## src/bfs_pkg.sv

```systemverilog
// Shared types, widths and helpers for the barycentric fragment shader.
// Used by every module of the block; no dependencies.
`timescale 1ns / 1ps
package bfs_pkg;

	localparam int COORD_BITS       = 16;
	localparam int WEIGHT_FRAC_BITS = 16;

	localparam int CW = (COORD_BITS < 16) ? COORD_BITS : 16;
	localparam int DW = CW + 1;
	localparam int PW = 2 * DW;
	localparam int EW = PW;
	localparam int F  = WEIGHT_FRAC_BITS;
	localparam int WW = F + 1;

	localparam logic [WW-1:0] ONE_W = {1'b1, {F{1'b0}}};

	typedef enum logic [2:0] {
		REG_A_PLACE = 3'd0,
		REG_B_PLACE = 3'd1,
		REG_C_PLACE = 3'd2,
		REG_A_SHADE = 3'd3,
		REG_B_SHADE = 3'd4,
		REG_C_SHADE = 3'd5
	} bfs_reg_t;

	typedef struct packed {
		logic signed [15:0] pixel_x;
		logic signed [15:0] pixel_y;
	} bfs_pixel_t;

	typedef struct packed {
		logic signed [15:0] out_x;
		logic signed [15:0] out_y;
		logic [7:0]         red;
		logic [7:0]         green;
		logic [7:0]         blue;
		logic signed [31:0] depth;
	} bfs_frag_t;

	typedef struct packed {
		logic signed [DW-1:0] cy0;
		logic signed [DW-1:0] cx0;
		logic signed [DW-1:0] cy1;
		logic signed [DW-1:0] cx1;
		logic signed [DW-1:0] x2;
		logic signed [DW-1:0] y2;
		logic [EW-1:0]        dabs;
		logic [2:0][31:0]     z;
		logic [2:0][47:0]     shade;
	} bfs_geom_t;

	typedef struct packed {
		logic          vld;
		bfs_pixel_t    pos;
		logic          sat0;
		logic          sat1;
		logic          zero0;
		logic          zero1;
		logic [EW-1:0] d;
		logic [EW-1:0] rem0;
		logic [EW-1:0] rem1;
		logic [F-1:0]  q0;
		logic [F-1:0]  q1;
	} bfs_div_t;

	function automatic logic signed [DW-1:0] coord(input logic [15:0] slot);
		return DW'($signed(slot[CW-1:0]));
	endfunction

	function automatic logic [EW-1:0] mag(input logic signed [EW:0] v);
		logic signed [EW:0] n;
		n = (v < 0) ? -v : v;
		return n[EW-1:0];
	endfunction

endpackage

```

## src/bfs_div.sv

```systemverilog
// Pipelined restoring divider for both edge weights, one quotient bit per stage.
// Depends on bfs_pkg; fed by bfs_edge, feeds bfs_blend.
`timescale 1ns / 1ps
module bfs_div (
	input  logic             clk,
	input  logic             arst_n,
	input  logic             en,
	input  bfs_pkg::bfs_div_t din,
	output bfs_pkg::bfs_div_t dout
);
	import bfs_pkg::*;

	bfs_div_t div_s [F];
	bfs_div_t nxt   [F];

	always_comb begin
		bfs_div_t   p;
		logic [EW:0] t0, t1;
		for (int k = 0; k < F; k++) begin
			p = (k == 0) ? din : div_s[(k == 0) ? 0 : k-1];
			nxt[k] = p;
			if (k == 0) begin
				nxt[k].sat0  = (p.rem0 >= p.d) && (p.rem0 != '0);
				nxt[k].sat1  = (p.rem1 >= p.d) && (p.rem1 != '0);
				nxt[k].zero0 = (p.rem0 == '0);
				nxt[k].zero1 = (p.rem1 == '0);
			end
			t0 = {p.rem0, 1'b0};
			t1 = {p.rem1, 1'b0};
			if (t0 >= {1'b0, p.d}) begin
				nxt[k].rem0 = EW'(t0 - {1'b0, p.d});
				nxt[k].q0   = {p.q0[F-2:0], 1'b1};
			end else begin
				nxt[k].rem0 = t0[EW-1:0];
				nxt[k].q0   = {p.q0[F-2:0], 1'b0};
			end
			if (t1 >= {1'b0, p.d}) begin
				nxt[k].rem1 = EW'(t1 - {1'b0, p.d});
				nxt[k].q1   = {p.q1[F-2:0], 1'b1};
			end else begin
				nxt[k].rem1 = t1[EW-1:0];
				nxt[k].q1   = {p.q1[F-2:0], 1'b0};
			end
		end
	end

	always_ff @(posedge clk or negedge arst_n) begin
		if (!arst_n) begin
			for (int k = 0; k < F; k++) div_s[k].vld <= 1'b0;
		end else if (en) begin
			for (int k = 0; k < F; k++) div_s[k] <= nxt[k];
		end
	end

	assign dout = div_s[F-1];

endmodule

```

## config.mk

```make
export PLATFORM = sky130hd
export DESIGN_NAME = bfs_div
export DESIGN_NICKNAME = d
export VERILOG_FILES = /design/src/bfs_pkg.sv /design/src/bfs_div.sv
export SDC_FILE = /design/constraint.sdc
export NUM_CORES = 2
export LEC_CHECK = 0
export ABC_CLOCK_PERIOD_IN_PS = 7400
export BUFFER_PORTS_ARGS = -buffer_cell sky130_fd_sc_hd__buf_2
export CAP_MARGIN = 20
export CELL_PAD_IN_SITES_DETAIL_PLACEMENT = 0
export CELL_PAD_IN_SITES_GLOBAL_PLACEMENT = 2
export CORE_ASPECT_RATIO = 0.6
export CORE_MARGIN = 4
export CORE_UTILIZATION = 47
export DETAILED_ROUTE_END_ITERATION = 7
export PLACE_DENSITY = 0.88
export SETUP_SLACK_MARGIN = 0.2
export SYNTH_ARGS = -nofsm -noshare
export SYNTH_HDL_FRONTEND = slang
export SYNTH_SLANG_ARGS = --single-unit
```

## constraint.sdc

```tcl
create_clock -name clk -period 7.4 [get_ports clk]
set_input_delay 1.11 -clock clk [delete_from_list [all_inputs] [get_ports clk]]
set_output_delay 1.11 -clock clk [all_outputs]
set_load 0.005 [all_outputs]
```

Word level (Yosys, flattened, before mapping)
Index checks and enable logic that the tools add are counted.
{"block": "word_totals", "latch_bits": 0, "input_bits": 174, "rom_bits": 0, "ram_bits": 0, "output_inout_bits": 171, "wordCells": 361, "mem_count": 0, "reg_bits": 2496}
{"block": "classes", "shift": 0, "add_sub_neg": 32, "mux": 64, "div": 0, "reduce_logical": 7, "n_lt_le_gt_ge": 34, "n_mul": 0, "bitwise_logic": 0, "eq_ne": 0}
{"operator": "$ge 35x34->1", "count": 32}
{"operator": "$mux 34", "count": 32}
{"operator": "$sub 34x34->34", "count": 32}
{"operator": "$ge 34x34->1", "count": 2}
{"operator": "$logic_not 34->1", "count": 2}
{"operator": "$reduce_bool 34->1", "count": 2}
{"operator": "$mux 1", "count": 32}
{"operator": "$logic_and 1x1->1", "count": 2}
{"operator": "$reduce_and 2->1", "count": 1}

Depth between registers and ports, before layout
{"block": "logic_depth", "ltp_word": 2, "ltp_mapped": 17}

Least setup slack after synthesis
No wires, ideal clock.
{"block": "synth_path", "path_kind": "input port to flip-flop", "start": "input en", "end": "register div_s[1000] (netlist name)", "slack_ps": -53057, "cell_stages": 3, "arrival_ps": 57267, "required_time_ps": 4210, "cell_sequence": "clkbuf_1 buf_1 and2_1"}
{"block": "synth_between", "elab_chain_cells": 1}
{"item": "start: declaration", "line": "bfs_div.sv:7", "text": "input logic en,"}
{"item": "$reduce_and 2->1 (no source line)"}
Every way passes these cells.
A chain may end at the register's enable or synchronous reset.

==> reports/results.tsv <==
metric	value	unit
Worst-path clk slew	0.07	ns
syn_area_per_cell	11.16	um2
clock network power share	31.7	%
total gr overflow	0	
Syn. warnings	0	
Flop pwr share	43.3	%
post-synthesis sequential area ratio	51.96	%
routability-driven placement congestion ratio	0.9563	
Final setup viols	0	
Rows	157	
final core utilization	51.87	%
max cap viols	0	
number of synthesized register bits	2496	
Clock H-tree levels	4	
worst slew pin tran	1.413	ns
critical path arrival	6.87	ns
Post-DP Area	150000	um2
Int Pwr	27.84	mW
CTS tree	built	
DRC viols	0	
Tmin final	6.175	ns
HP Class	in -> reg	
final worst-path cycle share	83.44	%
Clock Latency Late Sink	0.97	ns
Detailed Place HPWL	392000	um
number of enable flip-flop cells after synthesis	2480	
Critical Path End Type	register	
cell area power density	257.6	nW/um2
number of global-route vias before repair	93430	
peak supply drop	0.0002387	V
Post-Syn Area	144100	um2
All-Layer GR Usage	30.33	%
area occupied by multi-input gates	63820	um2
NumNets Final	14500	
Min-Delay Path Depth	1	
Root Buffer	clkbuf_16	
largest net degree at the start of global routing	163	
Max FO, Critical Path	7	
final hold vios	0	
outcome	complete, no violations	
startpoint type of the worst setup path	register	
Initial Utilization	47.23	%
clk buf depth	4	
CTS Buf Count	245	
Setup Crit Path Kind	reg -> reg	
Avg WL per Cell	28.37	um
Fin Hold WS	0.3104	ns
layout cells sized above 1	9.735	%
Leakage	62.64	nW
Post-synth ARST share	0.6410	%
Die Width	722.8	um
Main synth FF type	edfxtp_1	
Routed Antenna Nets	0	
via count	105300	
Die Height	436.9	um
setup TNS	0	ns
most common cell after layout, fill and taps aside	edfxtp_1	
FMAX	162.0	MHz
R2R cell count	15	
first-pass GRT wire length	691000	um
Worst EP required	8.09	ns
# fillers	26420	
Die ar.	315800	um2
syn nets	14280	
Core Area	305100	um2
antenna violations before repair	23	
flip-flop and latch area	74870	um2
Psw	12.93	mW
CTS sink count	2496	
num ports	345	
Gate power share	25.0	%
PortBufs	308	
Iteration-0 DRC Markers	14670	
most frequent cells in the layout	edfxtp_1 (2480), a21oi_1 (1324), ha_1 (1156)	
Yosys cell types	92	
Syn Inst Count	12920	
RSZ-0062 raised after global routing	false	
Slew Viols, Final	0	
area grow syn2layout	9.821	%
Routed WL	494300	um
Switching Share	31.71	%
post-CTS setup buffers	0	
Setup Skew	0.1064	ns
via/cell ratio	6.042	
final instance area	158200	um2
First-pass DRT Iterations	8	
Relative slew margins	4.926	%
-- synth_stat cells, drive strengths merged (16+ instances only) --
cell type | instances | area, um2
xnor2 | 587 | 5141
o211ai | 41 | 307.8
o31ai | 62 | 470.5
inv | 831 | 3119
nor2 | 885 | 3322
a31o | 25 | 219.0
nand3 | 210 | 1051
mux2 | 321 | 3615
o221ai | 16 | 140.1
o21ai | 823 | 4123
ha | 1156 | 14460
o21bai | 169 | 1269
a41oi | 19 | 166.4
fa | 32 | 640.6
a311oi | 18 | 163.9
a21o | 636 | 4775
a211oi | 58 | 440.4
nor2b | 155 | 969.7
a21boi | 28 | 210.2
nor4 | 58 | 362.9
and4 | 39 | 341.6
a221o | 19 | 190.2
or3 | 29 | 181.4
nand4 | 207 | 1295
buf | 248 | 1658
a221oi | 23 | 207.7
a2111oi | 19 | 205.2
and2 | 60 | 375.4
o21a | 97 | 728.2
a31oi | 116 | 732.0
edfxtp | 2480 | 74470
clkbuf | 256 | 962.2
a21oi | 1328 | 6654
o41ai | 18 | 172.7
a211o | 20 | 175.2
dfrtp | 16 | 400.4
nand2b | 142 | 888.4
nand2 | 880 | 3303
or2 | 28 | 175.2
xor2 | 369 | 3232
nor3 | 124 | 620.6
and3 | 81 | 506.7
-- registers in the layout (all words and copies together) (netlist names) --
register and flops:
div_s 2325, dout 171
-- worst max-delay path, cell delays in order (launching register included) --
cell	delay [ns]
edfxtp_1	0.43
inv_1	0.48
fa_1	0.65
a21o_1	0.20
a21oi_1	0.34
o221ai_1	0.35
a31o_2	0.38
a211oi_1	1.05
o21ai_0	0.39
a21oi_1	0.29
buf_4	0.18
o21ai_0	0.15
o21ai_0	0.43
a32oi_1	0.19
xnor2_1	0.16
mux2_2	0.26
-- cell type report --
cell class              count  share of cell area [%]
flip-flops and latches   2496                   47.32
multi-input cells        9084                   40.33
clock buffers             283                   3.978
well taps                4054                   3.206
repair buffers            483                   2.079
inverters                 832                   1.974
clock inverters           165                   1.071
diodes                     28                 0.04428
-- path summary, 6_finish.rpt --
| kind | from | end | slack [ns] |
|---|---|---|---|
| min in group asynchronous | arst_n | div_s[1880] | 0.59 |
| min | din[169] | div_s[2734] | 0.31 |
| max reg2reg | div_s[955] | div_s[748] | 1.23 |
| max in group asynchronous | arst_n | div_s[2564] | 6.49 |
| max | div_s[955] | div_s[748] | 1.23 |
| min reg2reg | div_s[1863] | div_s[1692] | 0.34 |
-- power groups by stage --
| stage | Sequential (mW) | Combinational, mW | Clock (mW) |
|---|---|---|---|
| 2_1_floorplan | 18.0 | 6.64 | 0 |
| 3_3_place_gp | 17.9 | 9.52 | 0 |
| 3_5_place_dp | 17.9 | 9.64 | 0 |
| 4_1_cts | 17.6 | 9.75 | 13.2 |
| 5_1_grt | 17.7 | 10.9 | 13.8 |
| 6_report | 17.6 | 10.2 | 12.9 |
-- per-layer routing --
| metal | track usage, % | vias to the layer above | part of all wire [%] |
|---|---|---|---|
| met5 | 1.138 | - | 0.11 |
| met4 | 2.826 | 8 | 0.82 |
| met3 | 16.66 | 306 | 17 |
| met2 | 27.04 | 5055 | 27 |
| met1 | 55.58 | 51740 | 55 |
| li1 | - | 48180 | - |
-- stage by stage --
step | std cells | power [mW] | worst slack [ns]
global route | 17410 | 42.47 | 1.164
detailed placement | 16940 | 27.55 | 1.732
finish | 17430 | 40.77 | 1.225
floorplan | 12920 | 24.67 | -11.51
CTS | 17390 | 40.63 | 1.564
global placement | 16930 | 27.42 | 1.540
-- repair_timing --
| item | 4_1_cts | 5_1_grt |
|---|---|---|
| gates resized for setup | 0 | 0 |
| hold buffers | 1 | 0 |
| hold endpoints to repair | 7 | 0 |
-- cells by family after synthesis --
kind of cell | count (synthesis) | synth area share, %
AO/OA/AOI/OAI | 3653 | 15.56
XOR/XNOR | 956 | 5.811
adder cells (fa/ha/maj) | 1188 | 10.48
buffers and inverters | 1336 | 3.986
flip-flops | 2496 | 51.96
multiplexers | 328 | 2.557
AND/OR/NAND/NOR | 2959 | 9.638
Note: power is estimated with default switching activity, not from simulation.
