--- src/bfs_pkg.sv ---
// Shared types, widths and helpers for the barycentric fragment shader.
// Used by every module of the block; no dependencies.
`timescale 1ns / 1ps
package bfs_pkg;

	localparam int COORD_BITS       = 16;
	localparam int WEIGHT_FRAC_BITS = 16;

	localparam int CW = (COORD_BITS < 16) ? COORD_BITS : 16;
	localparam int DW = CW + 1;
	localparam int PW = 2 * DW;
	localparam int EW = PW;
	localparam int F  = WEIGHT_FRAC_BITS;
	localparam int WW = F + 1;

	localparam logic [WW-1:0] ONE_W = {1'b1, {F{1'b0}}};

	typedef enum logic [2:0] {
		REG_A_PLACE = 3'd0,
		REG_B_PLACE = 3'd1,
		REG_C_PLACE = 3'd2,
		REG_A_SHADE = 3'd3,
		REG_B_SHADE = 3'd4,
		REG_C_SHADE = 3'd5
	} bfs_reg_t;

	typedef struct packed {
		logic signed [15:0] pixel_x;
		logic signed [15:0] pixel_y;
	} bfs_pixel_t;

	typedef struct packed {
		logic signed [15:0] out_x;
		logic signed [15:0] out_y;
		logic [7:0]         red;
		logic [7:0]         green;
		logic [7:0]         blue;
		logic signed [31:0] depth;
	} bfs_frag_t;

	typedef struct packed {
		logic signed [DW-1:0] cy0;
		logic signed [DW-1:0] cx0;
		logic signed [DW-1:0] cy1;
		logic signed [DW-1:0] cx1;
		logic signed [DW-1:0] x2;
		logic signed [DW-1:0] y2;
		logic [EW-1:0]        dabs;
		logic [2:0][31:0]     z;
		logic [2:0][47:0]     shade;
	} bfs_geom_t;

	typedef struct packed {
		logic          vld;
		bfs_pixel_t    pos;
		logic          sat0;
		logic          sat1;
		logic          zero0;
		logic          zero1;
		logic [EW-1:0] d;
		logic [EW-1:0] rem0;
		logic [EW-1:0] rem1;
		logic [F-1:0]  q0;
		logic [F-1:0]  q1;
	} bfs_div_t;

	function automatic logic signed [DW-1:0] coord(input logic [15:0] slot);
		return DW'($signed(slot[CW-1:0]));
	endfunction

	function automatic logic [EW-1:0] mag(input logic signed [EW:0] v);
		logic signed [EW:0] n;
		n = (v < 0) ? -v : v;
		return n[EW-1:0];
	endfunction

endpackage

--- src/bfs_setup.sv ---
// Vertex registers and triangle divisor for the fragment shader.
// Depends on bfs_pkg.
`timescale 1ns / 1ps
module bfs_setup (
	input  logic              clk,
	input  logic              arst_n,
	input  logic              cfg_we,
	input  logic [2:0]        cfg_addr,
	input  logic [63:0]       cfg_data,
	output bfs_pkg::bfs_geom_t geom
);
	import bfs_pkg::*;

	logic [2:0][63:0] place_q;
	logic [2:0][47:0] shade_q;
	logic signed [DW-1:0] x0, y0, x1, y1, x2, y2;
	logic signed [PW-1:0] pa_q, pb_q;
	logic signed [PW:0]   dsum_q;
	logic [EW-1:0]        dabs_q;

	always_ff @(posedge clk or negedge arst_n) begin
		if (!arst_n) begin
			place_q <= '0;
			shade_q <= '0;
		end else if (cfg_we) begin
			case (bfs_reg_t'(cfg_addr))
				REG_A_PLACE: place_q[0] <= cfg_data;
				REG_B_PLACE: place_q[1] <= cfg_data;
				REG_C_PLACE: place_q[2] <= cfg_data;
				REG_A_SHADE: shade_q[0] <= cfg_data[47:0];
				REG_B_SHADE: shade_q[1] <= cfg_data[47:0];
				REG_C_SHADE: shade_q[2] <= cfg_data[47:0];
				default: ;
			endcase
		end
	end

	assign x0 = coord(place_q[0][15:0]);
	assign y0 = coord(place_q[0][31:16]);
	assign x1 = coord(place_q[1][15:0]);
	assign y1 = coord(place_q[1][31:16]);
	assign x2 = coord(place_q[2][15:0]);
	assign y2 = coord(place_q[2][31:16]);

	// divisor follows the registers via registered products, sum and magnitude
	always_ff @(posedge clk or negedge arst_n) begin
		if (!arst_n) begin
			pa_q   <= '0;
			pb_q   <= '0;
			dsum_q <= '0;
			dabs_q <= '0;
		end else begin
			pa_q   <= PW'(y1 - y2) * PW'(x0 - x2);
			pb_q   <= PW'(x2 - x1) * PW'(y0 - y2);
			dsum_q <= (PW+1)'(pa_q) + (PW+1)'(pb_q);
			dabs_q <= mag(dsum_q);
		end
	end

	always_comb begin
		geom.cy0  = y1 - y2;
		geom.cx0  = x2 - x1;
		geom.cy1  = y2 - y0;
		geom.cx1  = x0 - x2;
		geom.x2   = x2;
		geom.y2   = y2;
		geom.dabs = dabs_q;
		for (int k = 0; k < 3; k++) begin
			geom.z[k]     = place_q[k][63:32];
			geom.shade[k] = shade_q[k];
		end
	end

endmodule

--- config.mk ---
export PLATFORM = sky130hd
export DESIGN_NAME = bfs_setup
export DESIGN_NICKNAME = d
export VERILOG_FILES = /design/src/bfs_pkg.sv /design/src/bfs_setup.sv
export SDC_FILE = /design/constraint.sdc
export NUM_CORES = 2
export LEC_CHECK = 0
export BUFFER_PORTS_ARGS = -buffer_cell sky130_fd_sc_hd__buf_2
export CAP_MARGIN = 0
export CORE_MARGIN = 3
export CORE_UTILIZATION = 60
export DETAILED_ROUTE_END_ITERATION = 10
export PLACE_DENSITY = 0.91
export SLEW_MARGIN = 25
export SYNTH_ARGS = -nofsm -noshare
export SYNTH_HDL_FRONTEND = slang
export SYNTH_SLANG_ARGS = --single-unit
--- constraint.sdc ---
create_clock -name clk -period 16.73 [get_ports clk]
set_clock_uncertainty 0.1 [all_clocks]
set_input_delay 0 -clock clk [delete_from_list [all_inputs] [get_ports clk]]
set_output_delay 0 -clock clk [all_outputs]
set_load 0.05 [all_outputs]
Word level (Yosys, flattened, before mapping)
Index checks and enable logic that the tools add are counted.
{"block": "classes", "n_eq_ne": 5, "reduce_logical": 7, "order_cmp": 1, "n_mul": 2, "muxes": 1, "n_addsub": 10}
{"cell": "$sub 16x16->17", "count": 8}
{"cell": "$mul 17x17->34", "count": 2}
{"cell": "$add 34x34->35", "count": 1}
{"cell": "$lt 35x1->1 const B", "count": 1}
{"cell": "$mux 34", "count": 1}
{"cell": "$neg 34->34", "count": 1}
{"cell": "$reduce_and 2->1", "count": 6}
{"cell": "$eq 3x2->1 const B", "count": 2}
{"cell": "$eq 3x3->1 const B", "count": 2}
{"cell": "$eq 3x1->1 const B", "count": 1}
{"cell": "$logic_not 3->1", "count": 1}
{"block": "word_totals", "register_bits": 473, "in_bits": 70}

Logic depth before layout (Yosys ltp)
{"block": "depth", "ltp_word": 2, "mapped_depth": 36, "ltp_nobuf": 35}

Worst setup path before layout
Ideal clock, no wire load.
{"block": "synth_path", "kind": "register to register", "start": "register place_q (netlist bit geom[291])", "end": "register pb_q[32]", "period_less_slack_ps": 8805, "slack_ps": 7925, "setup_ps": 90, "stages_incl_launch_ff": 32, "arrival_ps": 8615, "cell_sequence": "dfrtp_1 -> inv_1 -> ha_1 -> inv_1 -> fa_1 -> a21o_1 -> a21o_1 -> a21oi_1 -> o21ai_0 -> a41o_1 -> o21a_1 -> nand2_1 -> a31oi_1 -> inv_1 -> clkbuf_1 -> nand2_1 -> fa_1 -> inv_1 -> fa_1 -> fa_1 -> fa_1 -> fa_1 -> fa_1 -> ha_1 -> nand4_1 -> nor2_1 -> and2_1 -> o21ai_0 -> a31oi_1 -> nor3_1 -> or4b_2 -> o2111ai_1"}
{"block": "synth_via", "elab_chain_cells": 2}
{"item": "start, declared", "line": "bfs_setup.sv:14", "source": "logic [2:0][63:0] place_q;"}
{"item": "$sub 16x16->17", "line": "bfs_setup.sv:54", "source": "pb_q <= PW'(x2 - x1) * PW'(y0 - y2);"}
{"item": "$mul 17x17->34", "line": "bfs_setup.sv:54"}
{"item": "end signal, assigned", "line": "bfs_setup.sv:54"}
{"item": "end, declared", "line": "bfs_setup.sv:17", "source": "logic signed [PW-1:0] pa_q, pb_q;"}
No other way between the ends.
A chain may end at the register's enable or synchronous reset.

Worst setup path in the final report
Same ends and word-level chain as after synthesis.

==> impl_results.md <==
* Status: complete, no violations
* Final Critical Period at 9.43 ns
* Critical path origin: geom[291]
* Crit path max-delay cell type: fa_1
* Clock tree buffer depth at 3
* R2r endpoint: pb_q[32]
* Full die area at 76,900 um^2
* Drt first-iter violations at 3,255
* Reg2Reg Depth at 30
* Layout net count at 5,677
* Final setup viols at 0
* H-tree Lvls at 2
* Ports at 446
* Slew HR at 31.1%
* Fin crit share at 56.4%
* Max_cap viols at 0
* # rows at 98
* Critical path's most frequent cell: fa_1
* Final GP Congestion at 0.995
* CTS Root Cell: clkbuf_16
* Crit path DAT at 9.85 ns
* Synth Cell Area at 44,100 um^2
* Final hold vios at 0
* Initial antenna violation count at 2
* Library cells used by synthesis at 73
* Avg Cell Area, Syn at 10.1 um^2
* Worst slew pin tran at 1.03 ns
* Setup TNS at 0 ns
* Top FF cell, synth: dfrtp_1
* Starting density of the core at 61.1%
* Critical Path RT at 17.15 ns
* Fin. max-slew vios at 0
* Clock Latency Late Sink at 0.64 ns
* Commonest non-fill, non-tap cell in the layout: inv_1
* Fmax at 106 MHz
* Post-CTS sizing at 0
* Sequential-to-total area share from yosys stat at 26.8%
* Clk slew on worst S/H paths at 0.07 ns
* Synthesized Nets at 5,303
* Core area at 72,200 um^2
* First-pass GRT wire length at 208 mm
* Startpoint types: flop
* DR DRC count at 0
* PortBufs at 445
* Largest net degree at the start of global routing at 104
* TritonCTS clock tree: yes
* Die Wd at 277 um
* R2r startpoint: geom[291]
* Wire length per cell at 23.4 um
* Hold_sp: cfg_we
* WL final at 134 mm
* Area growth syn-to-layout at 11.7%
* Yosys reg bits at 473
* Die Ht at 277 um
* Final core occ at 68.3%
* Post-DP HPWL at 99.7 mm
* Via Count at 34.1k
* Ratio of cells with drive above 1 in the final layout at 19.1%
* DRT Pass-1 Iters at 6
* Fillers at 4,880
* CP Capture Type: flop
* Syn. warnings at 0
* Remaining global-route overflow at 0
* Most frequent cells in the layout: inv_1, fa_1, dfrtp_1
* Vias in the first global route at 36.8k
* Slowest stage delay, CP at 0.78 ns
* EDFF count, synth at 0
* Share of flip-flops with an asynchronous set or reset at 100%
* CP Max Fanout at 16
* Num Clock Sinks at 473
* Clock buffer count from CTS at 50
* Gate Count Post-Synth at 4,350
* HP Class: in -> reg
* R2r setup slk at 7.30 ns
* Global Route Usage Sum at 34.7%
* Vias per inst at 5.97
* Final ANT Viol Nets at 0
* RSZ-0062 raised after global routing: false
* Worst setup endpoint: pb_q[32]
* Crit Path Category: reg -> reg
final cells by class:
type | count | area, um^2 | area share (%)
flip-flops and latches | 473 | 11800 | 24.0
clock inverters | 27 | 434 | 0.881
clock buffers | 66 | 1410 | 2.86
repair buffers | 570 | 3380 | 6.86
inverters | 763 | 2860 | 5.81
diodes | 1 | 2.50 | 0.00508
well taps | 950 | 1190 | 2.41
multi-input cells | 2866 | 28200 | 57.2
state kept, by name, indices dropped and copies added, names as in the netlist:
signal	count
geom	272
pb_q	34
place_q	64
dsum_q	35
dabs_q	34
pa_q	34
logic make-up (layout without fill, tap and decap cells):
kind of cell	count (synthesis)	in the layout	synth area share [%]
compound gates	507	507	7.26
xor+xnor	191	191	3.81
simple gates	1010	1010	10.2
flops	473	473	26.8
fa+ha+maj	883	883	35.2
buf+inv	1011	1426	9.71
mux	275	275	7.00
other cells	0	1	0
stage by stage:
stage	setup WS, ns	instance area (um^2)	hold slack (ns)	cells
after floorplan	7.92	44100	-0.396	4350
final	7.30	49300	0.0779	5716
after global routing	6.81	49300	0.101	5715
after CTS	7.44	49200	0.0273	5715
after detailed placement	7.47	46700	0.00255	5551
after global placement	7.96	46600	-0.00700	5551
critical path, delay by kind of cell, from the launching register on:
family          cells  cell delay, ns
fa+ha+maj           9            4.39
simple gates        7            1.67
buf+inv             4            0.73
compound gates     10            2.04
flops               1            0.40
routing by layer:
metal	share of wire [%]	wire length (um)	track usage [%]
met1	34	45600	40.4
met4	8.0	10700	22.6
met2	48	63900	57.3
met5	0	0	0
met3	10	13900	8.79
cells in the mapped netlist, types with 6 or more instances:
library cell / n / share of area (%)
a211o_1: 6 / 0.12
a211oi_1: 20 / 0.34
a21o_1: 49 / 0.83
a21oi_1: 120 / 1.4
a221oi_1: 7 / 0.14
a31oi_1: 19 / 0.27
and2_1: 88 / 1.2
buf_1: 6 / 0.051
buf_4: 130 / 2.2
clkbuf_1: 110 / 0.94
clkinv_1: 7 / 0.060
dfrtp_1: 473 / 27
fa_1: 598 / 27
ha_1: 285 / 8.1
inv_1: 756 / 6.4
mux2_2: 271 / 6.9
nand2_1: 450 / 3.8
nand2b_1: 32 / 0.45
nand3_1: 23 / 0.26
nand4_1: 12 / 0.17
nor2_1: 274 / 2.3
nor2b_1: 45 / 0.64
nor3_1: 32 / 0.36
o21a_1: 24 / 0.41
o21ai_0: 162 / 1.8
o21bai_1: 18 / 0.31
o31ai_1: 18 / 0.31
or2_2: 9 / 0.13
or3_1: 17 / 0.24
xnor2_1: 152 / 3.0
xor2_1: 38 / 0.75
what timing repair did:
action,4_1_cts,5_1_grt
hold buffers,71,0
buffers inserted,0,0
endpoints found under the hold margin,439,0
worst min path at each step:
stage	to	cells past startpoint	slack, ns
after CTS	geom[216]	5	0.03
after detailed placement	geom[194]	1	0.003
after global placement	geom[232]	1	-0.007
after global routing	geom[216]	5	0.10
final	geom[216]	5	0.08
after floorplan	dabs_q[0]	0	-0.40
Power is left out: the tool's default activity adds up to more than one toggle a clock period on the data nets, which glitch-free logic cannot reach.
