===== src/bfs_pkg.sv =====
// Shared types, widths and helpers for the barycentric fragment shader.
// Used by every module of the block; no dependencies.
`timescale 1ns / 1ps
package bfs_pkg;

	localparam int COORD_BITS       = 16;
	localparam int WEIGHT_FRAC_BITS = 16;

	localparam int CW = (COORD_BITS < 16) ? COORD_BITS : 16;
	localparam int DW = CW + 1;
	localparam int PW = 2 * DW;
	localparam int EW = PW;
	localparam int F  = WEIGHT_FRAC_BITS;
	localparam int WW = F + 1;

	localparam logic [WW-1:0] ONE_W = {1'b1, {F{1'b0}}};

	typedef enum logic [2:0] {
		REG_A_PLACE = 3'd0,
		REG_B_PLACE = 3'd1,
		REG_C_PLACE = 3'd2,
		REG_A_SHADE = 3'd3,
		REG_B_SHADE = 3'd4,
		REG_C_SHADE = 3'd5
	} bfs_reg_t;

	typedef struct packed {
		logic signed [15:0] pixel_x;
		logic signed [15:0] pixel_y;
	} bfs_pixel_t;

	typedef struct packed {
		logic signed [15:0] out_x;
		logic signed [15:0] out_y;
		logic [7:0]         red;
		logic [7:0]         green;
		logic [7:0]         blue;
		logic signed [31:0] depth;
	} bfs_frag_t;

	typedef struct packed {
		logic signed [DW-1:0] cy0;
		logic signed [DW-1:0] cx0;
		logic signed [DW-1:0] cy1;
		logic signed [DW-1:0] cx1;
		logic signed [DW-1:0] x2;
		logic signed [DW-1:0] y2;
		logic [EW-1:0]        dabs;
		logic [2:0][31:0]     z;
		logic [2:0][47:0]     shade;
	} bfs_geom_t;

	typedef struct packed {
		logic          vld;
		bfs_pixel_t    pos;
		logic          sat0;
		logic          sat1;
		logic          zero0;
		logic          zero1;
		logic [EW-1:0] d;
		logic [EW-1:0] rem0;
		logic [EW-1:0] rem1;
		logic [F-1:0]  q0;
		logic [F-1:0]  q1;
	} bfs_div_t;

	function automatic logic signed [DW-1:0] coord(input logic [15:0] slot);
		return DW'($signed(slot[CW-1:0]));
	endfunction

	function automatic logic [EW-1:0] mag(input logic signed [EW:0] v);
		logic signed [EW:0] n;
		n = (v < 0) ? -v : v;
		return n[EW-1:0];
	endfunction

endpackage


===== src/bfs_edge.sv =====
// Edge function stages: offsets, products, sums and magnitudes.
// Depends on bfs_pkg; feeds bfs_div.
`timescale 1ns / 1ps
module bfs_edge (
	input  logic               clk,
	input  logic               arst_n,
	input  logic               en,
	input  logic               in_vld,
	input  bfs_pkg::bfs_pixel_t pixel,
	input  bfs_pkg::bfs_geom_t  geom,
	output bfs_pkg::bfs_div_t   dout
);
	import bfs_pkg::*;

	logic v_s1, v_s2, v_s3;
	bfs_pixel_t pos_s1, pos_s2, pos_s3;
	logic signed [DW-1:0] dx_s1, dy_s1;
	logic signed [PW-1:0] a0_s2, b0_s2, a1_s2, b1_s2;
	logic signed [PW:0]   e0_s3, e1_s3;
	bfs_div_t out_s4;

	always_ff @(posedge clk or negedge arst_n) begin
		if (!arst_n) begin
			v_s1       <= 1'b0;
			v_s2       <= 1'b0;
			v_s3       <= 1'b0;
			out_s4.vld <= 1'b0;
		end else if (en) begin
			v_s1   <= in_vld;
			pos_s1 <= pixel;
			dx_s1  <= coord(pixel.pixel_x) - geom.x2;
			dy_s1  <= coord(pixel.pixel_y) - geom.y2;

			v_s2   <= v_s1;
			pos_s2 <= pos_s1;
			a0_s2  <= PW'(geom.cy0) * PW'(dx_s1);
			b0_s2  <= PW'(geom.cx0) * PW'(dy_s1);
			a1_s2  <= PW'(geom.cy1) * PW'(dx_s1);
			b1_s2  <= PW'(geom.cx1) * PW'(dy_s1);

			v_s3   <= v_s2;
			pos_s3 <= pos_s2;
			e0_s3  <= (PW+1)'(a0_s2) + (PW+1)'(b0_s2);
			e1_s3  <= (PW+1)'(a1_s2) + (PW+1)'(b1_s2);

			out_s4.vld   <= v_s3;
			out_s4.pos   <= pos_s3;
			out_s4.sat0  <= 1'b0;
			out_s4.sat1  <= 1'b0;
			out_s4.zero0 <= 1'b0;
			out_s4.zero1 <= 1'b0;
			out_s4.d     <= geom.dabs;
			out_s4.rem0  <= mag(e0_s3);
			out_s4.rem1  <= mag(e1_s3);
			out_s4.q0    <= '0;
			out_s4.q1    <= '0;
		end
	end

	assign dout = out_s4;

endmodule


===== config.mk =====
export PLATFORM = sky130hd
export DESIGN_NAME = bfs_edge
export DESIGN_NICKNAME = d
export VERILOG_FILES = /design/src/bfs_pkg.sv /design/src/bfs_edge.sv
export SDC_FILE = /design/constraint.sdc
export NUM_CORES = 2
export LEC_CHECK = 0
export BUFFER_PORTS_ARGS = -buffer_cell sky130_fd_sc_hd__buf_2
export CAP_MARGIN = 30
export CORE_MARGIN = 2
export CORE_UTILIZATION = 32
export CTS_CLUSTER_DIAMETER = 120
export DETAILED_ROUTE_END_ITERATION = 16
export GPL_TIMING_DRIVEN = 0
export SLEW_MARGIN = 40
export SYNTH_ARGS = -nofsm -noshare
export SYNTH_HDL_FRONTEND = slang
export SYNTH_SLANG_ARGS = --single-unit

===== constraint.sdc =====
create_clock -name clk -period 6.8 [get_ports clk]
set_clock_uncertainty 0.2 [all_clocks]
set_input_delay 0.68 -clock clk [delete_from_list [all_inputs] [get_ports clk]]
set_output_delay 0.68 -clock clk [all_outputs]
set_load 0.005 [all_outputs]

# ---- Word level (Yosys, flattened, before mapping)
# Index checks and enable logic that the tools add are counted.
dict set report totals {
  output_inout_bits 171
  regBits 474
  word_cells 38
  inputBits 412
}
dict set report classes {
  mul 4
  mux 2
  magnitude_cmp 2
  n_reduce_logical 1
  n_addsub 6
}
# cell count
set op_table {}
lappend op_table {{17-bit by 17-bit multiplier with 34-bit output} 4}
lappend op_table {{34-bit by 34-bit adder with 35-bit output} 2}
lappend op_table {{35-bit by 1-bit < comparator with 1-bit output, second input constant} 2}
lappend op_table {{34-bit 2-to-1 mux} 2}
lappend op_table {{34-bit negation} 2}
lappend op_table {{16-bit by 17-bit subtractor with 17-bit output} 2}
lappend op_table {{2-bit AND reduction} 1}

# ---- Depth between registers and ports, before layout
dict set report depth {
  depth_word 2
  mapped_depth 25
  ltp_nobuf 23
}

# ---- Least setup slack after synthesis
# No wires, ideal clock.
dict set report synth_path {
  path_type {input port to flip-flop}
  startpoint {input port en}
  endpoint {register a0_s2[0], enable pin}
  path_buffers 0
  t_arrival_ps 11235
  setup_time_ps 893
  path_stages 1
  required_ps 5707
  slack_ps -5528
  cell_sequence {and2_1}
}
dict set report synth_between {
  elab_chain_len 1
}
# element line_no
set synth_lines {}
lappend synth_lines {{start, declared} bfs_edge.sv:7} ;# input logic en,
lappend synth_lines {{2-bit AND reduction (no line)} --}
lappend synth_lines {{end signal, assigned} bfs_edge.sv:36} ;# a0_s2 <= PW'(geom.cy0) * PW'(dx_s1);
lappend synth_lines {{end, declared} bfs_edge.sv:18} ;# logic signed [PW-1:0] a0_s2, b0_s2, a1_s2, b1_s2;
# No other way between the ends.
# A chain may end at the register's enable or synchronous reset.

# ---- Worst setup path in the final report
dict set report layout_path {
  startpoint {input port geom[333] (netlist name)}
  endpoint {register a1_s2[33] (data pin)}
}
dict set report layout_between {
  elab_chain_len 1
}
# element line_no
set layout_lines {}
lappend layout_lines {{start, declared} bfs_edge.sv:10} ;# input bfs_pkg::bfs_geom_t geom,
lappend layout_lines {{17-bit by 17-bit multiplier with 34-bit output} bfs_edge.sv:38} ;# a1_s2 <= PW'(geom.cy1) * PW'(dx_s1);
lappend layout_lines {{end signal, assigned} bfs_edge.sv:38}
lappend layout_lines {{end, declared} bfs_edge.sv:18}
# No other way between the ends.

==> results.tsv <==
stage	metric	value	unit
final_layout	design area	0.07468	mm^2
timing	unrepaired setup endpoints after global routing	yes	
global_routing	vias in the first global route	48400	
timing	Worst-Margin Slew	0.9153	ns
logic_synthesis	register bit total from synthesis	474	
routing	Antenna Nets Post-Route	0	
critical_path	Critical Path Max Stage Delay	0.57	ns
clocking	clock-pin slew on the worst setup and hold paths	0.06	ns
final_layout	area of the multi-input gates	0.04509	mm^2
routing	wire length per cell	19.59	um
critical_path	Slowest-stage cell, CP	fa_1	
logic_synthesis	Async SR Flop Fraction	0.008439	
timing	final setup margin	0.06665	ns
clocking	Max Buffers Root-to-Sink	3	
logic_synthesis	Main synth FF type	edfxtp_1	
final_layout	share of cells above drive strength 1	0.1271	
floorplanning	row count	164	
routing	final wirelength	186.4	mm
critical_path	CP Data Arrival Time	6.94	ns
floorplanning	die area	0.2044	mm^2
logic_synthesis	Synth cell types	77	
final_layout	# fillers	19760	
logic_synthesis	top area cells in the synthesized netlist	fa_1, edfxtp_1, ha_1, inv_1, and2_1	
routing	post-DR vias/cell	4.724	
final_layout	most frequent cells in the layout	inv_1, fa_1, nand2_1, and2_1, edfxtp_1	
floorplanning	Die H	452.2	um
clocking	clock root buffer	clkbuf_16	
logic_synthesis	Seq/Total Area, Yosys	0.2211	
timing	Max Fclk	0.1485	GHz
final_layout	commonest non-fill, non-tap cell in the layout	inv_1	
global_routing	GRT Util Overall	0.1846	
floorplanning	Die W	452.2	um
clocking	Worst-Skew Late Latency	0.69	ns
placed_design	port bufs	305	
run	MaxCap Viol Count	0	
placed_design	GP Congestion	0.9639	
logic_synthesis	cells after synthesis	6209	
routing	initial DRC count	2569	
logic_synthesis	Synth area leader	fa_1	
placed_design	DP Worst Slack	-1.455	ns
logic_synthesis	synthesized area	0.06427	mm^2
global_routing	first-pass GRT wire length	288.0	mm
final_layout	area delta synth->final	16.20	%
global_routing	initial antenna violation count	22	
floorplanning	Core Box Area	0.1997	mm^2
critical_path	worst path cell trace	buf_2, clkbuf_1, nand2_1, fa_1, inv_1, fa_1, fa_1, fa_1, fa_1, inv_1, fa_1, inv_2, ha_4, or4_4, o21ai_4, a21boi_4, o2111ai_2, a21oi_2, or3_4, a21oi_4, xnor2_2	
logic_synthesis	Ys Warns	0	
clocking	htree depth	2	
routing	TritonRoute pass-1 iters	6	
critical_path	critical path class	in2reg	
timing	fin. max-slew vios	0	
global_routing	GR Overflow Total	0	
timing	final hold viol count	0	
clocking	Sink Count	474	
critical_path	CP endpoint kind	register	
final_layout	Storage cell area	0.01421	mm^2
timing	post-route clock period utilization	0.9902	
clocking	cts bufs inserted	56	
placed_design	Placed Area	0.06954	mm^2
floorplanning	number of top-level pins	583	
routing	DRC errors left	0	
logic_synthesis	mean post-synth cell area	10.35	um^2
critical_path	most used cell, CP	fa_1	
logic_synthesis	post-synth top area share	0.3700	
timing	Final setup violation count	0	
min_path	hold crit path type	in2reg	
global_routing	largest net degree at the start of global routing	47	
timing	Rel. slew slack	0.3861	
final_layout	Nets	8849	
critical_path	WP data required	7.01	ns
timing	min Tclk post-route	6.733	ns
logic_synthesis	EDFF count, synth	470	
critical_path	Worst setup SP type	input port	
critical_path	worst-path fanout max	10	
placed_design	detailed placer's ending HPWL	152.0	mm
floorplanning	initial core utilization	0.3219	
status	outcome	finished clean	
routing	total number of vias	44960	
clocking	CTS tree	yes	
==> flip-flops by register name, summed over array words and instances, names as in the netlist <==
register and cells:
b1_s2 34, dx_s1 17, dout 135, a1_s2 34, dy_s1 17, pos_s1 32, v_s2 1, pos_s2 32
e1_s3 35, b0_s2 34, a0_s2 34, pos_s3 32, v_s1 1, e0_s3 35, v_s3 1
==> synthesized netlist by cell type (all sizes together) (82+ instances only) <==
master	count
nor2	168
xnor2	224
o21ai	117
nand2	631
fa	1188
ha	442
clkbuf	184
a21oi	149
edfxtp	470
a21o	82
and2	587
inv	1344
==> cell families after synthesis <==
kind of cell               after synthesis  share of synthesized area
AOI/OAI and AO/OA                      574                    0.05831
other                                    1                 0.00005835
adders and majority gates             1630                     0.4561
DFF                                    474                     0.2211
xor gates and xnor gates               276                    0.03761
muxes                                    9                   0.001480
buffers and inverters                 1569                    0.09385
and+or+nand+nor                       1676                     0.1315
==> cell type report <==
class                           count  area share
Inverter                         1346     0.06775
Clock inverter                     42    0.007003
Multi-Input combinational cell   4201      0.6037
Sequential cell                   474      0.1903
Timing Repair Buffer              516     0.04719
Buffer                            212     0.02017
Clock buffer                       63     0.01912
Antenna cell                        7   0.0002345
Tap cell                         2656     0.04450
==> worst max-delay path, delay by kind of cell <==
kind | cells | cell delay, ns
xor gates and xnor gates | 1 | 0.09
buffers and inverters | 5 | 0.94
adders and majority gates | 7 | 3.31
AOI/OAI and AO/OA | 5 | 0.83
and+or+nand+nor | 3 | 1.06
==> per-layer routing <==
layer | global-route usage | vias to the layer above | part of all wire
met4 | 0.06349 | 10 | 0.036
li1 | - | 20400 | -
met5 | 0 | - | 0.00033
met2 | 0.3065 | 1337 | 0.48
met3 | 0.02965 | 276 | 0.064
met1 | 0.2441 | 22930 | 0.42
==> final timing paths <==
| path | to | depth (start not counted) | startpoint | slack, ns |
|---|---|---|---|---|
| max | a1_s2[33] | 21 | geom[333] | 0.07 |
| min | v_s3 | 2 | en | 0.12 |
| max reg2reg | a1_s2[33] | 22 | dx_s1[4] | 0.10 |
| min reg2reg | pos_s3[28] | 0 | pos_s2[28] | 0.21 |
| max in group asynchronous | v_s3 | 2 | arst_n | 6.14 |
| min in group asynchronous | v_s1 | 2 | arst_n | 0.14 |
==> stage by stage <==
stage | setup TNS (ns) | util | hold WS [ns] | std cells
global placement | -64.29 | 0.3469 | 0.2008 | 9205
global route | -0.5885 | 0.3740 | 0.08470 | 9514
CTS | -0.06465 | 0.3691 | 0.04694 | 9467
detailed placement | -48.26 | 0.3483 | 0.2045 | 9217
finish | 0 | 0.3741 | 0.1218 | 9517
floorplan | 0 | - | 0.1844 | 6244
==> what timing repair did <==
action	CTS	global route
pin swaps	25	104
endpoints found under the setup margin	64	31
hold buffers	66	0
resized for setup	235	204
buffers inserted	85	48
hold endpoints to repair	69	0
Power is not shown: default switching activity piles up to over one toggle a cycle in this logic, so the estimate is an artifact.
